File: config.mk
export PLATFORM = sky130hd
export DESIGN_NAME = length_prefixed_crc_frame_splitter
export DESIGN_NICKNAME = d
export VERILOG_FILES = /design/src/lpcfs_pkg.sv /design/src/lpcfs_csr.sv /design/src/lpcfs_parser.sv /design/src/lpcfs_out_reg.sv /design/src/length_prefixed_crc_frame_splitter.sv
export SDC_FILE = /design/constraint.sdc
export NUM_CORES = 1
export LEC_CHECK = 0
export BUFFER_PORTS_ARGS = -buffer_cell sky130_fd_sc_hd__buf_2
export CORE_MARGIN = 3
export CORE_UTILIZATION = 45
export DETAILED_ROUTE_END_ITERATION = 8
export PLACE_DENSITY_LB_ADDON = 0.08
export SLEW_MARGIN = 20
export SYNTH_ARGS = -nofsm -noshare
export SYNTH_HDL_FRONTEND = slang
export SYNTH_SLANG_ARGS = --single-unit
File: constraint.sdc
create_clock -name clock -period 12.2 [get_ports clock]
set_input_delay 3.05 -clock clock [delete_from_list [all_inputs] [get_ports clock]]
set_output_delay 3.05 -clock clock [all_outputs]
set_load 0.05 [all_outputs]
File: src/lpcfs_pkg.sv
// shared types, codes and crc function for the length-prefixed crc frame splitter
package lpcfs_pkg;

   localparam int unsigned ID_LEN_W = 8;
   localparam int unsigned MAX_LEN_W = 16;
   localparam int unsigned CSR_DATA_W = 16;
   localparam int unsigned CSR_INDEX_W = 1;

   localparam logic [CSR_INDEX_W-1:0] CSR_IDENTITY_LENGTH = 1'd0;
   localparam logic [CSR_INDEX_W-1:0] CSR_MAX_DATA_LENGTH = 1'd1;

   localparam logic [ID_LEN_W-1:0] IDENTITY_LENGTH_RESET = 8'd15;
   localparam logic [MAX_LEN_W-1:0] MAX_DATA_LENGTH_RESET = 16'd2048;

   localparam logic [15:0] CRC_POLY = 16'hA001;
   localparam logic [15:0] PREAMBLE_ZEROS = 16'd4;
   localparam logic [15:0] LEN_BYTES = 16'd4;
   localparam logic [15:0] TRAILER_BYTES = 16'd4;

   localparam logic [1:0] KIND_IDENTITY = 2'd0;
   localparam logic [1:0] KIND_DATA = 2'd1;
   localparam logic [1:0] KIND_END = 2'd2;

   localparam logic [1:0] STATUS_GOOD = 2'd0;
   localparam logic [1:0] STATUS_CRC_BAD = 2'd1;
   localparam logic [1:0] STATUS_TOO_LONG = 2'd2;

   typedef enum logic [4:0] {
      PH_IDENT   = 5'b00001,
      PH_HUNT    = 5'b00010,
      PH_LEN     = 5'b00100,
      PH_DATA    = 5'b01000,
      PH_TRAILER = 5'b10000
   } phase_type;

   typedef struct packed {
      logic [ID_LEN_W-1:0]  identity_length;
      logic [MAX_LEN_W-1:0] max_data_length;
   } cfg_type;

   typedef struct packed {
      logic       last;
      logic [1:0] status;
      logic [1:0] kind;
      logic [7:0] out_byte;
   } result_type;

   // crc-16/arc over one byte, lsb first
   function automatic logic [15:0] crc_byte(input logic [15:0] crc, input logic [7:0] b);
      logic [15:0] c;
      c = crc ^ {8'd0, b};
      for (int k = 0; k < 8; k++) begin
         if (c[0]) begin
            c = (c >> 1) ^ CRC_POLY;
         end else begin
            c = c >> 1;
         end
      end
      return c;
   endfunction

endpackage

File: src/lpcfs_csr.sv
// configuration registers: identity length and maximum data length
module lpcfs_csr
   import lpcfs_pkg::*;
(
   input  logic                   clock,
   input  logic                   reset,
   input  logic                   csr_we,
   input  logic [CSR_INDEX_W-1:0] csr_index,
   input  logic [CSR_DATA_W-1:0]  csr_wdata,
   output cfg_type                cfg
);

   cfg_type cfg_ff;
   cfg_type cfg_in;

   always_comb begin
      cfg_in = cfg_ff;
      if (csr_we) begin
         case (csr_index)
            CSR_IDENTITY_LENGTH: cfg_in.identity_length = csr_wdata[ID_LEN_W-1:0];
            CSR_MAX_DATA_LENGTH: cfg_in.max_data_length = csr_wdata[MAX_LEN_W-1:0];
            default:             cfg_in = cfg_ff;
         endcase
      end
   end

   always_ff @(posedge clock) begin
      if (reset) begin
         cfg_ff.identity_length <= IDENTITY_LENGTH_RESET;
         cfg_ff.max_data_length <= MAX_DATA_LENGTH_RESET;
      end else begin
         cfg_ff <= cfg_in;
      end
   end

   assign cfg = cfg_ff;

endmodule

File: src/lpcfs_parser.sv
// stream state machine: identity pass, preamble hunt, length, data with crc, trailer check
module lpcfs_parser
   import lpcfs_pkg::*;
(
   input  logic       clock,
   input  logic       reset,
   input  logic       accept,
   input  logic [7:0] data_byte,
   input  logic       start_of_connection,
   input  cfg_type    cfg,
   output logic       res_valid,
   output result_type res
);

   phase_type   phase_ff, phase_in;
   logic [2:0]  zero_run_ff, zero_run_in;
   logic [15:0] byte_count_ff, byte_count_in;
   logic [31:0] data_length_ff, data_length_in;
   logic [15:0] crc_ff, crc_in;
   logic [7:0]  crc_high_ff, crc_high_in;

   phase_type   cur_phase;
   logic [15:0] cur_count;
   logic [2:0]  cur_zero;
   logic [15:0] count_inc;
   logic [31:0] length_shift;
   logic [8:0]  ident_end;

   always_comb begin
      // connection start restarts the identity packet with this byte
      cur_phase = start_of_connection ? PH_IDENT : phase_ff;
      cur_count = start_of_connection ? 16'd0 : byte_count_ff;
      cur_zero  = start_of_connection ? 3'd0 : zero_run_ff;
      count_inc = cur_count + 16'd1;
      length_shift = {data_length_ff[23:0], data_byte};
      ident_end = {1'b0, cfg.identity_length} + 9'd1;

      phase_in       = cur_phase;
      zero_run_in    = cur_zero;
      byte_count_in  = cur_count;
      data_length_in = data_length_ff;
      crc_in         = crc_ff;
      crc_high_in    = crc_high_ff;
      res_valid      = 1'b0;
      res            = '0;

      case (cur_phase)
         PH_IDENT: begin
            res_valid    = 1'b1;
            res.out_byte = data_byte;
            res.kind     = KIND_IDENTITY;
            if (cur_count >= {7'd0, ident_end}) begin
               res.last      = 1'b1;
               phase_in      = PH_HUNT;
               zero_run_in   = 3'd0;
               byte_count_in = 16'd0;
            end else begin
               byte_count_in = count_inc;
            end
         end
         PH_LEN: begin
            data_length_in = length_shift;
            byte_count_in  = count_inc;
            if (count_inc >= LEN_BYTES) begin
               byte_count_in = 16'd0;
               if (length_shift > {16'd0, cfg.max_data_length}) begin
                  phase_in    = PH_HUNT;
                  zero_run_in = 3'd0;
                  res_valid   = 1'b1;
                  res.kind    = KIND_END;
                  res.status  = STATUS_TOO_LONG;
                  res.last    = 1'b1;
               end else begin
                  crc_in   = 16'd0;
                  phase_in = (length_shift == 32'd0) ? PH_TRAILER : PH_DATA;
               end
            end
         end
         PH_DATA: begin
            crc_in        = crc_byte(crc_ff, data_byte);
            byte_count_in = count_inc;
            if ({16'd0, count_inc} >= data_length_ff) begin
               byte_count_in = 16'd0;
               phase_in      = PH_TRAILER;
            end
            res_valid    = 1'b1;
            res.out_byte = data_byte;
            res.kind     = KIND_DATA;
         end
         PH_TRAILER: begin
            byte_count_in = count_inc;
            if (count_inc == TRAILER_BYTES - 16'd1) begin
               crc_high_in = data_byte;
            end else if (count_inc >= TRAILER_BYTES) begin
               // upper half of the trailer is ignored
               phase_in      = PH_HUNT;
               zero_run_in   = 3'd0;
               byte_count_in = 16'd0;
               res_valid     = 1'b1;
               res.kind      = KIND_END;
               res.status    = ({crc_high_ff, data_byte} == crc_ff) ? STATUS_GOOD
                                                                    : STATUS_CRC_BAD;
               res.last      = 1'b1;
            end
         end
         PH_HUNT: begin
            if (data_byte == 8'd0) begin
               zero_run_in = cur_zero + 3'd1;
               if ({13'd0, zero_run_in} >= PREAMBLE_ZEROS) begin
                  zero_run_in    = 3'd0;
                  phase_in       = PH_LEN;
                  byte_count_in  = 16'd0;
                  data_length_in = 32'd0;
               end
            end else begin
               zero_run_in = 3'd0;
            end
         end
         default: begin
            phase_in = PH_HUNT;
         end
      endcase
   end

   always_ff @(posedge clock) begin
      if (reset) begin
         phase_ff       <= PH_IDENT;
         zero_run_ff    <= 3'd0;
         byte_count_ff  <= 16'd0;
         data_length_ff <= 32'd0;
         crc_ff         <= 16'd0;
         crc_high_ff    <= 8'd0;
      end else if (accept) begin
         phase_ff       <= phase_in;
         zero_run_ff    <= zero_run_in;
         byte_count_ff  <= byte_count_in;
         data_length_ff <= data_length_in;
         crc_ff         <= crc_in;
         crc_high_ff    <= crc_high_in;
      end
   end

endmodule

File: src/lpcfs_out_reg.sv
// result register between the parser and the response channel
module lpcfs_out_reg
   import lpcfs_pkg::*;
(
   input  logic       clock,
   input  logic       reset,
   input  logic       load,
   input  result_type load_data,
   input  logic       rsp_tready,
   output logic       rsp_tvalid,
   output result_type rsp_data,
   output logic       space
);

   logic       valid_ff, valid_in;
   result_type data_ff;

   assign space = !valid_ff || rsp_tready;

   always_comb begin
      valid_in = valid_ff;
      if (load) begin
         valid_in = 1'b1;
      end else if (rsp_tready) begin
         valid_in = 1'b0;
      end
   end

   always_ff @(posedge clock) begin
      if (reset) begin
         valid_ff <= 1'b0;
      end else begin
         valid_ff <= valid_in;
      end
   end

   always_ff @(posedge clock) begin
      if (load) begin
         data_ff <= load_data;
      end
   end

   assign rsp_tvalid = valid_ff;
   assign rsp_data = data_ff;

endmodule

File: src/length_prefixed_crc_frame_splitter.sv
// top level of the length-prefixed crc frame splitter
//
// usage
//  - req channel: one received byte per request; tuser set marks the start of a
//    connection, whose first byte begins the identity packet
//  - rsp channel: identity bytes, frame data bytes and frame end results; tuser
//    carries kind and status, tlast marks the last identity byte and every frame end
//  - csr port: write identity_length (index 0) and max_data_length (index 1) while idle
//  - a result is registered and appears on rsp in the cycle after its request
//  - throughput: one request per cycle unless rsp stalls; the single result register sets
//    this, and it refills in the same cycle that its content is taken
//  - bytes that cause no result (preamble hunt, length, trailer) are simply consumed
//  - when the receiver stalls with a result waiting, req_tready drops until it drains
//  - reset puts the block in the identity phase with counters and crc cleared, the
//    result register empty and both config registers at their defaults (15, 2048)
//  - an over-long length ends the frame with status too long and hunting restarts
module length_prefixed_crc_frame_splitter
   import lpcfs_pkg::*;
(
   input  logic                   clock,
   input  logic                   reset,
   // request channel
   input  logic                   req_tvalid,
   output logic                   req_tready,
   input  logic [7:0]             req_tdata,   // [7:0] data_byte
   input  logic                   req_tuser,   // [0] start_of_connection
   // response channel
   output logic                   rsp_tvalid,
   input  logic                   rsp_tready,
   output logic [7:0]             rsp_tdata,   // [7:0] out_byte
   output logic [3:0]             rsp_tuser,   // [1:0] kind, [3:2] status
   output logic                   rsp_tlast,
   // configuration write port
   input  logic                   csr_we,
   input  logic [CSR_INDEX_W-1:0] csr_index,
   input  logic [CSR_DATA_W-1:0]  csr_wdata
);

   cfg_type    cfg;
   logic       req_fire;
   logic       res_valid;
   result_type res;
   result_type rsp_data;
   logic       space;

   lpcfs_csr u_csr (
      .clock     (clock),
      .reset     (reset),
      .csr_we    (csr_we),
      .csr_index (csr_index),
      .csr_wdata (csr_wdata),
      .cfg       (cfg)
   );

   // request is taken whenever the result register is empty or being drained
   assign req_tready = space;
   assign req_fire = req_tvalid && req_tready;

   lpcfs_parser u_parser (
      .clock               (clock),
      .reset               (reset),
      .accept              (req_fire),
      .data_byte           (req_tdata),
      .start_of_connection (req_tuser),
      .cfg                 (cfg),
      .res_valid           (res_valid),
      .res                 (res)
   );

   lpcfs_out_reg u_out_reg (
      .clock      (clock),
      .reset      (reset),
      .load       (req_fire && res_valid),
      .load_data  (res),
      .rsp_tready (rsp_tready),
      .rsp_tvalid (rsp_tvalid),
      .rsp_data   (rsp_data),
      .space      (space)
   );

   assign rsp_tdata = rsp_data.out_byte;
   assign rsp_tuser = {rsp_data.status, rsp_data.kind};
   assign rsp_tlast = rsp_data.last;

   // frame end results always close with last and a zero byte
   a_end_is_last: assert property (@(posedge clock) disable iff (reset)
      rsp_tvalid && rsp_tuser[1:0] == KIND_END |-> rsp_tlast && rsp_tdata == 8'd0)
      else $error("frame end result without last or with nonzero byte");

   // data results never carry a status or last
   a_data_clean: assert property (@(posedge clock) disable iff (reset)
      rsp_tvalid && rsp_tuser[1:0] == KIND_DATA |-> rsp_tuser[3:2] == STATUS_GOOD && !rsp_tlast)
      else $error("data result with status or last");

   // an empty result register never holds off requests
   a_ready_when_empty: assert property (@(posedge clock) disable iff (reset)
      !rsp_tvalid |-> req_tready)
      else $error("request stalled with empty result register");

   // a request that makes a result shows up on rsp in the next cycle
   a_result_follows: assert property (@(posedge clock) disable iff (reset)
      req_fire && res_valid |=> rsp_tvalid)
      else $error("result lost after request");

endmodule

==> impl_metrics.json <==
{
  "cts.sinks": 118,
  "clock_skew_ns": 0.00849,
  "slowest_delay_ns": 0.50,
  "io_buffers": 45,
  "run_status": "finished, final reports clean",
  "viasPerCell": 5.78,
  "wire_per_inst_um": 17.6,
  "critPathKind": "primary input to flip-flop",
  "area_delta_synth_final_pct": 12.4,
  "ir_worst_vdd_mv": 0.0895,
  "r2r_start": "u_parser.byte_count_ff[0]",
  "overflow": 0,
  "ys_types": 69,
  "ff2ff_path_depth": 14,
  "crit_path_start_kind": "primary input",
  "hold_depth": 2,
  "final_max_slew_viol_count": 0,
  "p_leak_nw": 3.11,
  "rsz0062_at_grt": "false",
  "cts_max_level": 4,
  "avgSynthCellArea_um2": 8.50,
  "die-area_um2": 16700,
  "rows": 44,
  "synth_edf_count": 13,
  "setup_viol": 0,
  "synth.top_cell.area_share_pct": 30.8,
  "synth.most_common_cell": "dfxtp_1",
  "synth.area.top_cells": "dfxtp_1 31%, ha_1 8.8%, edfxtp_1 5.7%",
  "antenna_found_initial": 0,
  "postCtsSetupBuffers": 0,
  "min_from": "u_parser.data_length_ff[26]",
  "cp_max_fo": 36,
  "wl_mm": 18.1,
  "cp_cell_sequence": "buf_2 > nor2b_1 > ha_1 > nand4_1 > nor2_1 > nand2_1 > xor2_1 > nor2_1 > ha_1 > nand4_1 > a2111oi_1 > a21oi_1 > a211o_1 > and2_1 > a22o_1",
  "synth_largest_area_cell": "dfxtp_1",
  "worstMarginPinSlew_ns": 0.965,
  "clockBufferDepth": 2,
  "cpMaxStageDelayCell": "a2111oi_1",
  "finalCritPeriodShare_pct": 54.3,
  "antenna-diode-count": 0,
  "rrSetupSlack_ns": 8.12,
  "powerDensity_nw_per_um2": 130,
  "syn_inst": 804,
  "hold_ws_ns": 0.450,
  "fp.coreArea_um2": 14700,
  "reg2reg_to": "u_parser.byte_count_ff[11]",
  "first_iter_violations": 456,
  "ys.flop_type": "dfxtp_1",
  "hold_viol": 0,
  "fmax_ghz": 0.151,
  "cp-end-kind": "flip-flop",
  "postCtsHoldBufs": 0,
  "grtUsageTotal_pct": 22.6,
  "first_global_vias": 5855,
  "period_needed_ns": 6.62,
  "required_ns": 12.51,
  "ys_ff_latch": 118,
  "dp_hpwl_mm": 13.3,
  "io_pins": 46,
  "cts_buffers": 17,
  "ys_seq_area_share_pct": 36.5,
  "vias": 5931,
  "clk_pin_slew_ns": 0.06,
  "syn_nets": 883,
  "dieHeight_um": 129,
  "gp_congestion": 0.906,
  "firstDrtPassIters": 5,
  "async_flop_share_pct": 0,
  "cts_root_buf": "clkbuf_16",
  "cts_tree": "done",
  "maxCapViolCount": 0,
  "ys_warn_count": 0,
  "hold_path.class": "flip-flop to flip-flop",
  "syn_area_um2": 6830,
  "ant_nets": 0,
  "critPathArrivalTime_ns": 6.93,
  "setup-tns-final_ns": 0,
  "grt_pass1_wl_mm": 29.7,
  "drive_above_1_share_pct": 13.0,
  "yosys-top-cells-count": "105 x dfxtp_1, 104 x nand2_1, 69 x a21oi_1",
  "post_cts_resized": 0,
  "initial_core_util_pct": 46.5,
  "hold_end": "u_parser.data_length_ff[26]",
  "grt_max_degree": 53,
  "slew_headroom_pct": 35.4,
  "clk-insertion-delay-late_ns": 0.42,
  "die_w_um": 129,
  "drc_errors": 0,
  "nets": 909
}
-- through the flow --
step	util, %	total power [mW]	instance area [µm²]	instances	worst slack, ns
3_3_place_gp	48.5	0.540	7130	995	5.46
3_5_place_dp	48.5	0.543	7130	995	5.25
2_1_floorplan	-	0.511	6830	804	5.65
5_1_grt	52.3	1.04	7680	1027	5.34
4_1_cts	52.2	1.01	7680	1027	5.60
6_report	52.3	1.00	7680	1027	5.58
-- where the power goes --
part / total [mW] / internal, mW / switching [mW]
registers: 0.412 / 0.404 / 0.00791
logic: 0.122 / 0.0398 / 0.0825
clock network: 0.467 / 0.284 / 0.183
-- cell usage in the layout (no fill, tap or decap), types with 18 or more instances in the layout --
| master | count |
|---|---|
| o21ai_0 | 23 |
| ha_1 | 48 |
| nor2b_1 | 19 |
| dfxtp_1 | 105 |
| buf_2 | 45 |
| nand2_1 | 104 |
| xor2_1 | 18 |
| nor2_1 | 49 |
| inv_1 | 45 |
| nand3_1 | 52 |
| xnor2_1 | 25 |
| a21oi_1 | 69 |
-- registers in the layout, summed over array words and instances, names as in the netlist --
register                 flops
u_parser.data_length_ff     32
u_parser.phase_ff            5
u_parser.zero_run_ff         3
u_parser.byte_count_ff      16
u_csr.cfg                   24
u_parser.crc_ff             16
u_out_reg.rsp_data          13
u_out_reg.rsp_tvalid         1
u_parser.crc_high_ff         8
-- kinds of logic (layout without fill, tap and decap cells) --
kind of cell / count (synthesis) / after routing / share of synthesized area (%)
buffers and inverters: 88 / 127 / 5.37
XOR/XNOR: 43 / 43 / 5.51
multiplexers: 18 / 18 / 2.69
AND/OR/NAND/NOR: 312 / 312 / 23.4
AO/OA/AOI/OAI: 177 / 177 / 17.7
adder cells (fa/ha/maj): 48 / 48 / 8.79
flip-flops: 118 / 118 / 36.5
-- worst max-delay path, delay by kind of cell --
family / cells / cell delay (ns)
compound gates: 4 / 1.37
buf+inv: 1 / 0.30
xor+xnor: 1 / 0.16
simple gates: 7 / 1.39
fa+ha+maj: 2 / 0.63
-- area by class of cell --
cell class,count,area [µm²]
repair buffers,49,255
clock inverters,12,105
fillers,1384,7020
well taps,184,230
flip-flops and latches,118,2490
clock buffers,20,447
inverters,46,173
multi-input cells,598,3980
-- worst max path at each step --
stage                                 end        from
2_1_floorplan                  req_tready  rsp_tready
3_3_place_gp   u_parser.byte_count_ff[14]   req_tuser
3_5_place_dp   u_parser.byte_count_ff[11]   req_tuser
5_1_grt        u_parser.byte_count_ff[11]   req_tuser
4_1_cts                        req_tready  rsp_tready
6_report       u_parser.byte_count_ff[11]   req_tuser
-- metal layers --
layer | wire (µm) | global-route usage [%] | vias to the layer above
met5 | 0 | 0 | -
met4 | 422 | 8.65 | 0
met3 | 787 | 5.28 | 35
met2 | 8660 | 37.1 | 142
met1 | 8260 | 28.8 | 2851
li1 | - | - | 2903
Power figures use the tool's default switching activity.
